File: src/rtl/core/vps_pkg.sv
// shared types, constants and helpers for the verlet particle step block
package vps_pkg;

  // table size limits
  localparam int MAX_PARTICLES_DEF = 64;
  localparam int IDX_W  = 6;
  localparam int CNT_W  = 7;

  // field widths
  localparam int POS_W  = 32;
  localparam int RAD_W  = 6;
  localparam int DT_W   = 16;
  localparam int GRAV_W = 16;
  localparam int WIN_W  = 12;
  localparam int FRAC_W = 16;

  // iterative unit lengths
  localparam int ROOT_STEPS = 24;
  localparam int DIV_STEPS  = 24;
  localparam int ITER_W     = 5;

  // configuration register reset values
  localparam logic [WIN_W-1:0]  WIDTH_RST   = 12'd1600;
  localparam logic [WIN_W-1:0]  HEIGHT_RST  = 12'd900;
  localparam logic [GRAV_W-1:0] GRAVITY_RST = 16'd981;

  // configuration register indexes
  localparam logic [1:0] REG_WIDTH   = 2'd0;
  localparam logic [1:0] REG_HEIGHT  = 2'd1;
  localparam logic [1:0] REG_GRAVITY = 2'd2;

  // input commands
  localparam logic CMD_ADD  = 1'b0;
  localparam logic CMD_STEP = 1'b1;

  // result kinds
  typedef enum logic [1:0] {
    KIND_ADD_OK = 2'd0,
    KIND_FULL   = 2'd1,
    KIND_POS    = 2'd2
  } kind_t;

  // datapath operations
  typedef enum logic [4:0] {
    OP_NONE      = 5'd0,
    OP_LOAD_IN   = 5'd1,
    OP_ADD       = 5'd2,
    OP_GMUL_DT   = 5'd3,
    OP_GMUL_G    = 5'd4,
    OP_READ      = 5'd5,
    OP_VCALC     = 5'd6,
    OP_VWRITE    = 5'd7,
    OP_PCHECK    = 5'd8,
    OP_PSQX      = 5'd9,
    OP_PSQY      = 5'd10,
    OP_PSUM      = 5'd11,
    OP_SQRT_INIT = 5'd12,
    OP_SQRT_STEP = 5'd13,
    OP_DELTA     = 5'd14,
    OP_MULX      = 5'd15,
    OP_MULY      = 5'd16,
    OP_DIV_INIT  = 5'd17,
    OP_DIV_STEP  = 5'd18,
    OP_WRITE_I   = 5'd19,
    OP_WRITE_J   = 5'd20,
    OP_EMIT      = 5'd21
  } dp_op_t;

  // controller to datapath
  typedef struct packed {
    dp_op_t           op;
    logic [IDX_W-1:0] addr_a;
    logic [IDX_W-1:0] addr_b;
    logic             last;
  } dp_cmd_t;

  // datapath to controller
  typedef struct packed {
    logic [CNT_W-1:0] count;
    logic             far;
    logic             pair_ok;
    logic             out_free;
  } dp_status_t;

  // saturate a wide signed value to the position range
  function automatic logic signed [POS_W-1:0] sat32(input logic signed [35:0] v);
    logic signed [35:0] hi;
    logic signed [35:0] lo;
    hi = 36'sh07FFFFFFF;
    lo = -36'sh080000000;
    if (v > hi) begin
      sat32 = 32'sh7FFFFFFF;
    end else if (v < lo) begin
      sat32 = 32'sh80000000;
    end else begin
      sat32 = v[POS_W-1:0];
    end
  endfunction

endpackage

File: src/rtl/core/vps_ctrl.sv
// sequencer for add, integrate, pair resolve and report phases
module vps_ctrl
  import vps_pkg::*;
(
  input  logic       clk,
  input  logic       rst_n,
  input  logic       in_tvalid,
  output logic       in_tready,
  input  logic       in_cmd,
  output dp_cmd_t    cmd,
  input  dp_status_t status
);

  typedef enum logic [22:0] {
    S_IDLE       = 23'd1 << 0,
    S_ADD        = 23'd1 << 1,
    S_GMUL_DT    = 23'd1 << 2,
    S_GMUL_G     = 23'd1 << 3,
    S_V_READ     = 23'd1 << 4,
    S_V_CALC     = 23'd1 << 5,
    S_V_WRITE    = 23'd1 << 6,
    S_P_READ     = 23'd1 << 7,
    S_P_CHECK    = 23'd1 << 8,
    S_P_SQX      = 23'd1 << 9,
    S_P_SQY      = 23'd1 << 10,
    S_P_SUM      = 23'd1 << 11,
    S_P_TEST     = 23'd1 << 12,
    S_P_SQRT     = 23'd1 << 13,
    S_P_DELTA    = 23'd1 << 14,
    S_P_MULX     = 23'd1 << 15,
    S_P_MULY     = 23'd1 << 16,
    S_P_DIV_INIT = 23'd1 << 17,
    S_P_DIV      = 23'd1 << 18,
    S_P_WRITE_I  = 23'd1 << 19,
    S_P_WRITE_J  = 23'd1 << 20,
    S_O_READ     = 23'd1 << 21,
    S_O_EMIT     = 23'd1 << 22
  } state_t;

  state_t            state_r, state_nxt;
  logic [CNT_W-1:0]  k_r, k_nxt;
  logic [CNT_W-1:0]  i_r, i_nxt;
  logic [CNT_W-1:0]  j_r, j_nxt;
  logic [ITER_W-1:0] it_r, it_nxt;

  logic [CNT_W-1:0]  count;
  logic              k_more;
  logic              j_more;
  logic              i_more;

  assign count  = status.count;
  assign k_more = (k_r + CNT_W'(1)) < count;
  assign j_more = (j_r + CNT_W'(1)) < count;
  assign i_more = (i_r + CNT_W'(2)) < count;

  // state and counters
  always_ff @(posedge clk) begin
    if (!rst_n) begin
      state_r <= S_IDLE;
      k_r     <= '0;
      i_r     <= '0;
      j_r     <= '0;
      it_r    <= '0;
    end else begin
      state_r <= state_nxt;
      k_r     <= k_nxt;
      i_r     <= i_nxt;
      j_r     <= j_nxt;
      it_r    <= it_nxt;
    end
  end

  // next state and datapath command
  always_comb begin
    state_nxt  = state_r;
    k_nxt      = k_r;
    i_nxt      = i_r;
    j_nxt      = j_r;
    it_nxt     = it_r;
    in_tready  = 1'b0;
    cmd.op     = OP_NONE;
    cmd.addr_a = k_r[IDX_W-1:0];
    cmd.addr_b = j_r[IDX_W-1:0];
    cmd.last   = 1'b0;

    case (state_r)
      S_IDLE: begin
        in_tready = 1'b1;
        if (in_tvalid) begin
          cmd.op = OP_LOAD_IN;
          if (in_cmd == CMD_ADD) begin
            state_nxt = S_ADD;
          end else if (count != '0) begin
            state_nxt = S_GMUL_DT;
          end
        end
      end
      S_ADD: begin
        cmd.op = OP_ADD;
        if (status.out_free) begin
          state_nxt = S_IDLE;
        end
      end
      S_GMUL_DT: begin
        cmd.op    = OP_GMUL_DT;
        state_nxt = S_GMUL_G;
      end
      S_GMUL_G: begin
        cmd.op    = OP_GMUL_G;
        k_nxt     = '0;
        state_nxt = S_V_READ;
      end
      S_V_READ: begin
        cmd.op    = OP_READ;
        state_nxt = S_V_CALC;
      end
      S_V_CALC: begin
        cmd.op    = OP_VCALC;
        state_nxt = S_V_WRITE;
      end
      S_V_WRITE: begin
        cmd.op = OP_VWRITE;
        if (k_more) begin
          k_nxt     = k_r + CNT_W'(1);
          state_nxt = S_V_READ;
        end else if (count >= CNT_W'(2)) begin
          i_nxt     = '0;
          j_nxt     = CNT_W'(1);
          state_nxt = S_P_READ;
        end else begin
          k_nxt     = '0;
          state_nxt = S_O_READ;
        end
      end
      S_P_READ: begin
        cmd.op     = OP_READ;
        cmd.addr_a = i_r[IDX_W-1:0];
        state_nxt  = S_P_CHECK;
      end
      S_P_CHECK: begin
        cmd.op = OP_PCHECK;
        if (!status.far) begin
          state_nxt = S_P_SQX;
        end
      end
      S_P_SQX: begin
        cmd.op    = OP_PSQX;
        state_nxt = S_P_SQY;
      end
      S_P_SQY: begin
        cmd.op    = OP_PSQY;
        state_nxt = S_P_SUM;
      end
      S_P_SUM: begin
        cmd.op    = OP_PSUM;
        state_nxt = S_P_TEST;
      end
      S_P_TEST: begin
        cmd.op = OP_SQRT_INIT;
        it_nxt = '0;
        if (status.pair_ok) begin
          state_nxt = S_P_SQRT;
        end
      end
      S_P_SQRT: begin
        cmd.op = OP_SQRT_STEP;
        it_nxt = it_r + ITER_W'(1);
        if (it_r == ITER_W'(ROOT_STEPS - 1)) begin
          state_nxt = S_P_DELTA;
        end
      end
      S_P_DELTA: begin
        cmd.op    = OP_DELTA;
        state_nxt = S_P_MULX;
      end
      S_P_MULX: begin
        cmd.op    = OP_MULX;
        state_nxt = S_P_MULY;
      end
      S_P_MULY: begin
        cmd.op    = OP_MULY;
        state_nxt = S_P_DIV_INIT;
      end
      S_P_DIV_INIT: begin
        cmd.op    = OP_DIV_INIT;
        it_nxt    = '0;
        state_nxt = S_P_DIV;
      end
      S_P_DIV: begin
        cmd.op = OP_DIV_STEP;
        it_nxt = it_r + ITER_W'(1);
        if (it_r == ITER_W'(DIV_STEPS - 1)) begin
          state_nxt = S_P_WRITE_I;
        end
      end
      S_P_WRITE_I: begin
        cmd.op     = OP_WRITE_I;
        cmd.addr_a = i_r[IDX_W-1:0];
        state_nxt  = S_P_WRITE_J;
      end
      S_P_WRITE_J: begin
        cmd.op    = OP_WRITE_J;
        state_nxt = S_P_READ;
      end
      S_O_READ: begin
        cmd.op    = OP_READ;
        state_nxt = S_O_EMIT;
      end
      S_O_EMIT: begin
        cmd.op   = OP_EMIT;
        cmd.last = !k_more;
        if (status.out_free) begin
          if (k_more) begin
            k_nxt     = k_r + CNT_W'(1);
            state_nxt = S_O_READ;
          end else begin
            state_nxt = S_IDLE;
          end
        end
      end
      default: begin
        state_nxt = S_IDLE;
      end
    endcase

    // move to the next pair after a skip or a write-back
    if ((state_r == S_P_CHECK && status.far) ||
        (state_r == S_P_TEST && !status.pair_ok) ||
        state_r == S_P_WRITE_J) begin
      if (j_more) begin
        j_nxt     = j_r + CNT_W'(1);
        state_nxt = S_P_READ;
      end else if (i_more) begin
        i_nxt     = i_r + CNT_W'(1);
        j_nxt     = i_r + CNT_W'(2);
        state_nxt = S_P_READ;
      end else begin
        k_nxt     = '0;
        state_nxt = S_O_READ;
      end
    end
  end

  // pair indexes stay ordered and inside the table
  a_pair_order: assert property (@(posedge clk) disable iff (!rst_n)
    (state_r == S_P_READ) |-> (i_r < j_r && j_r < count))
    else $error("pair indexes out of order");

  // iteration counter stays inside the root loop
  a_root_iter: assert property (@(posedge clk) disable iff (!rst_n)
    (state_r == S_P_SQRT) |-> (it_r < ITER_W'(ROOT_STEPS)))
    else $error("root iteration overrun");

  // a step on an empty table yields nothing and returns to idle
  a_empty_step: assert property (@(posedge clk) disable iff (!rst_n)
    (state_r == S_IDLE && in_tvalid && in_cmd == CMD_STEP && count == '0)
      |=> (state_r == S_IDLE))
    else $error("empty step left idle");

  // report phase only reads slots that exist
  a_report_index: assert property (@(posedge clk) disable iff (!rst_n)
    (state_r == S_O_READ) |-> (k_r < count))
    else $error("report index past table");

endmodule

File: config.mk
export PLATFORM = sky130hd
export DESIGN_NAME = vps_ctrl
export DESIGN_NICKNAME = d
export VERILOG_FILES = /design/src/rtl/core/vps_pkg.sv /design/src/rtl/core/vps_ctrl.sv
export SDC_FILE = /design/constraint.sdc
export NUM_CORES = 1
export LEC_CHECK = 0
export BUFFER_PORTS_ARGS = -buffer_cell sky130_fd_sc_hd__buf_4
export CAP_MARGIN = 5
export CORE_MARGIN = 2
export CORE_UTILIZATION = 40
export CTS_CLUSTER_DIAMETER = 100
export DETAILED_ROUTE_END_ITERATION = 8
export HOLD_SLACK_MARGIN = 0.15
export PLACE_DENSITY = 0.67
export SLEW_MARGIN = 25
export SYNTH_ARGS = -nofsm -noshare
export SYNTH_HDL_FRONTEND = slang
export SYNTH_SLANG_ARGS = --single-unit
File: constraint.sdc
create_clock -name clk -period 4 [get_ports clk]
set_input_delay 0.4 -clock clk [delete_from_list [all_inputs] [get_ports clk]]
set_output_delay 0.4 -clock clk [all_outputs]
set_load 0.03 [all_outputs]
Yosys cells after proc, flatten, opt, wreduce, memory -nomap -nowiden

Index checks and enable logic that the tools add are counted.

Mux-type cells: 42
Add/sub/neg operators: 5
Reductions and logical operators: 13
Equal/unequal tests: 32
Order comparisons: 4

Operators with widths:

| kind                                                   | count |
|---|---|
| case mux 23 bit (23 select lines)                      | 1 |
| two-way mux 23 bit                                     | 11 |
| two-way mux 7 bit                                      | 19 |
| case mux 5 bit (21 select lines)                       | 1 |
| two-way mux 22 bit                                     | 4 |
| equality test 23 x 1 -> 1 bit (second input constant)  | 1 |
| equality test 23 x 10 -> 1 bit (second input constant) | 1 |
| equality test 23 x 11 -> 1 bit (second input constant) | 1 |
| equality test 23 x 12 -> 1 bit (second input constant) | 1 |
| equality test 23 x 13 -> 1 bit (second input constant) | 1 |
| equality test 23 x 14 -> 1 bit (second input constant) | 1 |
| equality test 23 x 15 -> 1 bit (second input constant) | 1 |
| equality test 23 x 16 -> 1 bit (second input constant) | 1 |
| equality test 23 x 17 -> 1 bit (second input constant) | 1 |
| equality test 23 x 18 -> 1 bit (second input constant) | 1 |
| equality test 23 x 19 -> 1 bit (second input constant) | 1 |
| equality test 23 x 2 -> 1 bit (second input constant)  | 1 |
| equality test 23 x 20 -> 1 bit (second input constant) | 1 |
| equality test 23 x 21 -> 1 bit (second input constant) | 1 |
| equality test 23 x 22 -> 1 bit (second input constant) | 1 |
| equality test 23 bit (second input constant)           | 1 |
| equality test 23 x 3 -> 1 bit (second input constant)  | 1 |
| equality test 23 x 4 -> 1 bit (second input constant)  | 1 |
| equality test 23 x 5 -> 1 bit (second input constant)  | 1 |
| 25 further kinds                                       | 41 |

Flip-flop bits (word level): 49
Word-level logic and storage cells: 101
Output and inout bits: 19

Longest topological paths before layout

Gate-level depths: netlist of run 1.

Depth after elaboration: 8
Depth in mapped cells: 13
Depth with buffers taken out: 12

Least setup slack after synthesis of run 1

No wires, ideal clock.

Path type: register to register
From: reg k_r[0]
To: reg k_r[1]
Arrival: 2771 ps
Cell stages (with the launch flop): 13
Clock period less this slack: 2914 ps
Setup slack: 1086 ps
Library setup time: 143 ps
Path buffers: 1
Cells stage by stage: dfxtp_1 ha_1 and3_1 xor2_1 ha_1 a21o_1 a21o_1 a221oi_1 clkbuf_1 o31a_1 o21ai_1 nand2_1 a221oi_1

Cells in the longest elaborated chain, start to end: 8

Ends and longest elaborated chain:

| what                              | line                                             | source |
|---|---|---|
| start, declared                   | vps_ctrl.sv:41                                   | `logic [CNT_W-1:0] k_r, k_nxt;` |
| start signal, assigned            | vps_ctrl.sv:66                                   | `k_r <= k_nxt;` |
| adder 7 x 1 -> 7 bit *            | vps_ctrl.sv:52, vps_ctrl.sv:124, vps_ctrl.sv:214 |  |
| less-than comparator 7 bit        | vps_ctrl.sv:52                                   | `assign k_more = (k_r + CNT_W'(1)) < count;` |
| two-way mux 7 bit                 | vps_ctrl.sv:213                                  | `if (k_more) begin` |
| two-way mux 7 bit                 | vps_ctrl.sv:212                                  | `if (status.out_free) begin` |
| case mux 7 bit (3 select lines) * | vps_ctrl.sv:86                                   | `case (state_r)` |
| two-way mux 7 bit                 | vps_ctrl.sv:233                                  | `end else if (i_more) begin` |
| two-way mux 7 bit                 | vps_ctrl.sv:230                                  | `if (j_more) begin` |
| two-way mux 7 bit *               | vps_ctrl.sv:227                                  | `if ((state_r == S_P_CHECK && status.far) \|\|` |

Every way passes the cells marked *; elsewhere a longest branch is shown, timed or not.
A chain may end at the register's enable or synchronous reset.

==> summary.txt, run 1 <==
Pwr
  • VDD IR-drop max: 0.125 mV
  • Leakage: 1.74 nW
  • Pwr Density: 238 nW/um^2

Clock tree
  • CTS H-tree depth: 2
  • Bufs on Longest Clock Path: 2
  • Total CTS buffers: 5
  • Clock Sinks: 49
  • Root buffer cell: clkbuf_8
  • CTS tree: built
  • Post-CTS setup buffers: 0
  • CTS Hold Bufs: 0
  • Clock latency on the worst-skew pair: 0.31 ns
  • Clk slew on worst S/H paths: 0.09 ns
  • Post-CTS Resized: 0

Die
  • IO Pins: 33
  • Die area: 10400 sq um
  • Die width: 102 um
  • Die height: 102 um
  • Core area: 9240 sq um
  • Cell Rows: 35
  • Initial core utilization: 0.414

Synth
  • Synth Register Bits: 49
  • Synth Cell Area: 3830 sq um
  • Top_reg_cell synth: dfxtp_1
  • Synthesized Nets: 521
  • Async SR Flop Fraction: 0
  • Post-synth EDFFs: 0
  • Sequential-to-total area share from yosys stat: 0.256
  • Synthesized instance count: 484
  • Yosys cell types: 71
  • Synth Warn #: 0
  • Mapped Avg Cell Area: 7.91 sq um

Detailed routing
  • Antenna Nets Post-Route: 0
  • Detailed Route WL: 10.6 mm
  • WL per Instance: 16.8 um
  • DR vias/cell: 5.95
  • First-pass DRT Iterations: 6
  • Drt drc: 0
  • Initial DRC Count: 199
  • DR vias: 3770

STA
  • Fmax: 0.302 GHz
  • Final hold viol count: 0
  • Final setup fails: 0
  • Final setup TNS: 0 ns
  • Worst Slack Setup Final: 0.694 ns
  • Max_slew headroom: 0.451
  • Post-route clock period utilization: 0.827
  • Slew @ Worst Pin: 0.818 ns
  • Skew final: 0.0105 ns
  • Minimum clock period: 3.31 ns
  • Max-slew violations: 0
  • RSZ-0062 raised after global routing: false

GRT
  • Global-route wire length before repair: 17.8 mm
  • Total congestion overflow: 0
  • GR Util All Layers: 0.215
  • Vias in the first global route: 3602
  • Largest net degree at the start of global routing: 20
  • Antenna violations before repair: 0

Setup path
  • R2R Setup Slk: 0.82 ns
  • Worst setup EP type: output pin
  • Worst Setup Start Kind: flop
  • Cell count of the worst reg-to-reg path: 12
  • Worst EP arrival: 2.91 ns
  • WS Path Type: reg -> out
  • Reg2reg end: k_r[4]
  • CP max FO: 8
  • Reg2reg start: k_r[0]
  • CP Data Required Time: 3.60 ns

Placement
  • GP Congestion: 0.944
  • Cell area after placement: 4140 sq um
  • DP Cell Count: 626
  • DP Worst Slack: 0.847 ns
  • Port Buffers: 32
  • Dpl hpwl: 8.34 mm

Layout
  • Synth-to-Final Area Change: 10.2%
  • Layout cells sized above 1: 0.145
  • Final non-filler cell area: 4220 sq um
  • Most common cell after layout, fill and taps aside: nor2_1
  • Antenna Cells: 0
  • Post-layout nets: 541
  • Most frequent cells in the layout: nor2_1, dfxtp_1, nand2_1
  • Post-route insts no fill: 634

Job
  • Max Cap Viol: 0

Min path
  • Hold depth: 3
  • Hold path start: in_cmd
  • Hold Path Class: in -> reg
  • WHS Endpoint: state_r[2]

Outcome
  • Outcome: finished clean
## stage by stage
step           hold slack [ns]  total power [mW]   util
2_1_floorplan            0.449             0.652      -
3_3_place_gp             0.463             0.720  0.448
3_5_place_dp             0.473             0.721  0.448
4_1_cts                  0.322              1.01  0.456
5_1_grt                  0.338              1.06  0.456
6_report                 0.330              1.00  0.456
## routing by layer
metal  track usage  vias to the layer above  part of all wire
li1              -                     1831                 -
met1         0.291                     1776              0.46
met2         0.331                      123              0.45
met3        0.0283                       40             0.044
met4         0.114                        0             0.049
met5             0                        -                 0
## worst max-delay path, stage by stage, from the launching register on
cell and delay (ns):
dfxtp_1 0.42, nor4_4 0.46, nand4_1 0.31, or2_0 0.42, nor4_1 0.45, a2111oi_0 0.19
nand4_1 0.17, buf_4 0.18
## flip-flops by register name, indices dropped and copies added (netlist names)
signal	count
state_r	23
it_r	5
k_r	7
i_r	7
j_r	7
## logic make-up after synthesis
family                   Yosys count  share of synthesized area
AO/OA/AOI/OAI                     95                      0.176
XOR/XNOR                          20                     0.0458
adder cells (fa/ha/maj)           23                     0.0752
buffers and inverters             34                     0.0422
flip-flops                        49                      0.256
multiplexers                       6                     0.0186
AND/OR/NAND/NOR                  257                      0.386
## Yosys cell counts, types with 2 or more instances
master / instances / area [sq um]
nand4b_1: 3 / 26.3
clkbuf_1: 9 / 33.8
nand3b_1: 9 / 67.6
nor2b_1: 5 / 31.3
xnor2_1: 13 / 114
or3_1: 11 / 68.8
and4b_1: 2 / 20.0
a21oi_1: 24 / 120
o21a_1: 6 / 45.0
nand2b_1: 5 / 31.3
mux2_2: 5 / 56.3
nand4_1: 8 / 50.1
dfxtp_1: 49 / 981
o31a_1: 2 / 17.5
nor4_4: 3 / 63.8
a221oi_1: 6 / 52.6
clkbuf_2: 2 / 10.0
buf_4: 7 / 52.6
nor3_1: 22 / 110
and4_1: 4 / 35.0
or4b_2: 2 / 20.0
o211ai_1: 2 / 15.0
and2_1: 8 / 50.1
buf_2: 4 / 20.0
or2_2: 4 / 25.0
ha_1: 23 / 288
a211oi_1: 4 / 30.0
nor3_2: 2 / 20.0
nand2_1: 42 / 158
nor4b_1: 3 / 26.3
nand3_1: 34 / 170
o21ai_0: 24 / 120
o21ai_1: 6 / 30.0
o31ai_1: 2 / 15.0
and3_1: 9 / 56.3
inv_1: 11 / 41.3
a21o_1: 3 / 22.5
nor2_1: 51 / 191
nor4_1: 14 / 87.6
nor3b_1: 4 / 30.0
xor2_1: 7 / 61.3
## where the power goes
| part | internal, mW | total [mW] | switching (mW) | leakage [nW] |
|---|---|---|---|---|
| clock network | 0.125 | 0.294 | 0.169 | 0.0395 |
| registers | 0.493 | 0.504 | 0.0104 | 0.395 |
| logic | 0.0777 | 0.207 | 0.130 | 1.30 |
## worst max-delay path by stage
stage                     start       to  slack [ns]  cells past startpoint
detailed placement       k_r[1]   k_r[4]        0.85                     12
global placement         k_r[0]   k_r[4]        0.89                     12
global route        state_r[10]  cmd[10]        0.42                      7
finish              state_r[10]  cmd[14]        0.69                      7
floorplan                k_r[0]   k_r[1]        1.09                     12
CTS                  state_r[9]  cmd[11]        0.69                      7
## cell type report
type	count	area [sq um]
inverters	11	41.3
repair buffers	36	270
fillers	929	5020
clock buffers	8	80.1
multi-input cells	401	2680
well taps	129	161
flip-flops and latches	49	981
Power figures use the tool's default switching activity.
==> inputs of run 2 (changes only) <==
--- a/config.mk
+++ b/config.mk
@@ -5,6 +5,7 @@
 export SDC_FILE = /design/constraint.sdc
 export NUM_CORES = 1
 export LEC_CHECK = 0
+export ABC_AREA = 1
 export BUFFER_PORTS_ARGS = -buffer_cell sky130_fd_sc_hd__buf_4
 export CAP_MARGIN = 5
 export CORE_MARGIN = 2
@@ -12,7 +13,7 @@
 export CTS_CLUSTER_DIAMETER = 100
 export DETAILED_ROUTE_END_ITERATION = 8
 export HOLD_SLACK_MARGIN = 0.15
-export PLACE_DENSITY = 0.67
+export PLACE_DENSITY = 0.69
 export SLEW_MARGIN = 25
 export SYNTH_ARGS = -nofsm -noshare
 export SYNTH_HDL_FRONTEND = slang
==> constraint.sdc (replaced) <==
create_clock -name clk -period 3 [get_ports clk]
set_input_delay 0.3 -clock clk [delete_from_list [all_inputs] [get_ports clk]]
set_output_delay 0.3 -clock clk [all_outputs]
set_load 0.03 [all_outputs]
==> summary.txt, run 2 <==
Die
  • IO Pins: 33 (unchanged)
  • Cell Rows: 35 (unchanged)
  • Initial core utilization: 0.407 (was 0.414)
  • Die area: 10100 sq um (was 10400 sq um)
  • Die width: 101 um (was 102 um)
  • Die height: 101 um (was 102 um)
  • Core area: 9150 sq um (was 9240 sq um)

Min path
  • Hold Path Class: in -> reg (unchanged)

Layout
  • Most frequent cells in the layout: nand2_1, inv_1, nor2_1 (was nor2_1, dfxtp_1, nand2_1)
  • Post-route insts no fill: 689 (was 634)
  • Post-layout nets: 614 (was 541)
  • Antenna Cells: 0 (unchanged)
  • Final Util: 0.456 (about the same)
  • Synth-to-Final Area Change: 11.8% (was 10.2%)
  • Final non-filler cell area: 4170 sq um (was 4220 sq um)
  • Layout cells sized above 1: 0.185 (was 0.145)
  • Biggest register: state_r (unchanged)
  • Largest register FFs: 23 (unchanged)
  • Most common cell after layout, fill and taps aside: nand2_1 (was nor2_1)

Clock tree
  • CTS H-tree depth: 2 (unchanged)
  • CTS Hold Bufs: 0 (unchanged)
  • CTS tree: built (unchanged)
  • Clk slew on worst S/H paths: 0.10 ns (was 0.09 ns)
  • Clock Sinks: 49 (unchanged)
  • Bufs on Longest Clock Path: 2 (unchanged)
  • Clock latency on the worst-skew pair: 0.31 ns (about the same)
  • Total CTS buffers: 5 (unchanged)
  • Root buffer cell: clkbuf_8 (unchanged)

GRT
  • Total congestion overflow: 0 (unchanged)
  • Antenna violations before repair: 0 (unchanged)
  • Largest net degree at the start of global routing: 35 (was 20)
  • Vias in the first global route: 3512 (was 3602)
  • Global-route wire length before repair: 16.4 mm (was 17.8 mm)
  • GR Util All Layers: 0.200 (was 0.215)

Job
  • Max Cap Viol: 0 (unchanged)

STA
  • Final setup TNS: 0 ns (unchanged)
  • Skew final: 0.0113 ns (was 0.0105 ns)
  • RSZ-0062 raised after global routing: false (unchanged)
  • Max-slew violations: 0 (unchanged)
  • Final hold viol count: 0 (unchanged)
  • Worst Slack Setup Final: 0.260 ns (was 0.694 ns)
  • Fmax: 0.365 GHz
  • Minimum clock period: 2.74 ns
  • Post-route clock period utilization: 0.913
  • Slew @ Worst Pin: 0.790 ns (was 0.818 ns)
  • Hold slack final: 0.252 ns (was 0.330 ns)
  • Final setup fails: 0 (unchanged)
  • Max_slew headroom: 0.465 (was 0.451)

Pwr
  • Leakage: 1.99 nW (was 1.74 nW)
  • Total Power: 1.78 mW (was 1.00 mW)
  • VDD IR-drop max: 0.189 mV (was 0.125 mV)
  • Pwr Density: 428 nW/um^2 (was 238 nW/um^2)

Setup path
  • Worst setup EP type: output pin (unchanged)
  • WS Path Type: reg -> out (unchanged)
  • Worst Setup Start Kind: flop (unchanged)
  • CP Data Required Time: 2.70 ns (was 3.60 ns)
  • Worst EP arrival: 2.44 ns (was 2.91 ns)
  • CP max FO: 11 (was 8)

Synth
  • Top_reg_cell synth: dfxtp_1 (unchanged)
  • Synth top area share: 0.263 (was 0.256)
  • Synth area leaders: dfxtp_1, nand2_1, ha_1, a21oi_1, nand3_1 (was dfxtp_1, ha_1, nor2_1, nand3_1, nand2_1)
  • Synth Cell Area: 3730 sq um (was 3830 sq um)
  • Sequential-to-total area share from yosys stat: 0.263 (was 0.256)
  • Synth cell count leaders: nand2_1, inv_1, nor2_1 (was nor2_1, dfxtp_1, nand2_1)
  • Cell taking the most area after synthesis: dfxtp_1 (unchanged)
  • Mapped Avg Cell Area: 6.79 sq um (was 7.91 sq um)
  • Synth Register Bits: 49 (unchanged)
  • Synth Warn #: 0 (unchanged)
  • Yosys cell types: 41 (was 71)
  • Post-synth EDFFs: 0 (unchanged)
  • Synthesized instance count: 549 (was 484)
  • Async SR Flop Fraction: 0 (unchanged)
  • Synthesized Nets: 586 (was 521)
  • Most common cell in the netlist: nand2_1 (was nor2_1)

Detailed routing
  • Antenna Nets Post-Route: 0 (unchanged)
  • Initial DRC Count: 138 (was 199)
  • First-pass DRT Iterations: 4 (was 6)
  • Detailed Route WL: 9.49 mm (was 10.6 mm)
  • WL per Instance: 13.8 um (was 16.8 um)
  • DR vias/cell: 5.27 (was 5.95)
  • DR vias: 3634 (was 3770)
  • Drt drc: 0 (unchanged)

Outcome
  • Outcome: finished clean (unchanged)

Placement
  • Cell area after placement: 4050 sq um (was 4140 sq um)
  • GP Congestion: 0.897 (was 0.944)
  • Dpl hpwl: 7.53 mm (was 8.34 mm)
  • DP Worst Slack: 0.313 ns (was 0.847 ns)
  • DP Cell Count: 681 (was 626)
  • Port Buffers: 32 (unchanged)
==> run 2: cell count changes after synthesis, moves of 16 or more <==
cell     before  now
inv_1        11   63
a21oi_1      24   52
nand3_1      34   50
nand2_1      42   89
==> run 2: metal layers <==
layer	GRT usage	part of all wire	vias to the layer above	wire length, um
li1	-	-	1869	-
met1	0.260	0.45	1637	4310
met2	0.335	0.47	111	4460
met3	0.0374	0.056	17	536
met4	0.0674	0.020	0	189
met5	0	0	-	0
==> run 2: area by class of cell <==
class                   instances  area, sq um
fillers                       929         4980
clock buffers                   5         68.8
repair buffers                 35          263
clock inverters                 3         46.3
flip-flops and latches         49          981
multi-input cells             410         2360
inverters                      76          308
well taps                     111          139
==> run 2: worst paths after layout <==
| path | startpoint | endpoint | slack (ns) | cells after the start |
|---|---|---|---|---|
| max | k_r[0] | cmd[0] | 0.26 | 11 |
| min reg2reg | it_r[0] | it_r[0] | 0.49 | 1 |
| max reg2reg | j_r[0] | j_r[4] | 0.29 | 15 |
| min | rst_n | state_r[0] | 0.25 | 2 |
==> run 2: report_power, final <==
part | internal, mW | switching [mW] | total (mW)
clock | 0.250 | 0.239 | 0.488
combinational | 0.198 | 0.411 | 0.609
sequential | 0.670 | 0.0158 | 0.686
total | 1.12 | 0.665 | 1.78
==> run 2: cells by family (layout without fill, tap and decap cells) <==
| group | count (synthesis) | after routing | synth area share |
|---|---|---|---|
| adders and majority gates | 23 | 23 | 0.0772 |
| buffers and inverters | 90 | 119 | 0.104 |
| DFF | 49 | 49 | 0.263 |
| and+or+nand+nor | 281 | 281 | 0.383 |
| xor gates and xnor gates | 17 | 17 | 0.0399 |
| AOI/OAI and AO/OA | 89 | 89 | 0.132 |
==> run 2: worst max-delay path, stage by stage, from the launching register on <==
cell	delay [ns]
dfxtp_1	0.35
ha_1	0.19
nand3_1	0.12
nor3_1	0.21
xor2_1	0.22
ha_1	0.27
a21oi_1	0.15
o21a_1	0.15
nand2_2	0.11
inv_4	0.13
nor2_1	0.07
buf_4	0.17
==> run 2: timing repair <==
| item | in CTS | in global routing |
|---|---|---|
| setup endpoints to repair | 0 | 4 |
| buffers inserted | 0 | 0 |
| gates resized for setup | 0 | 4 |
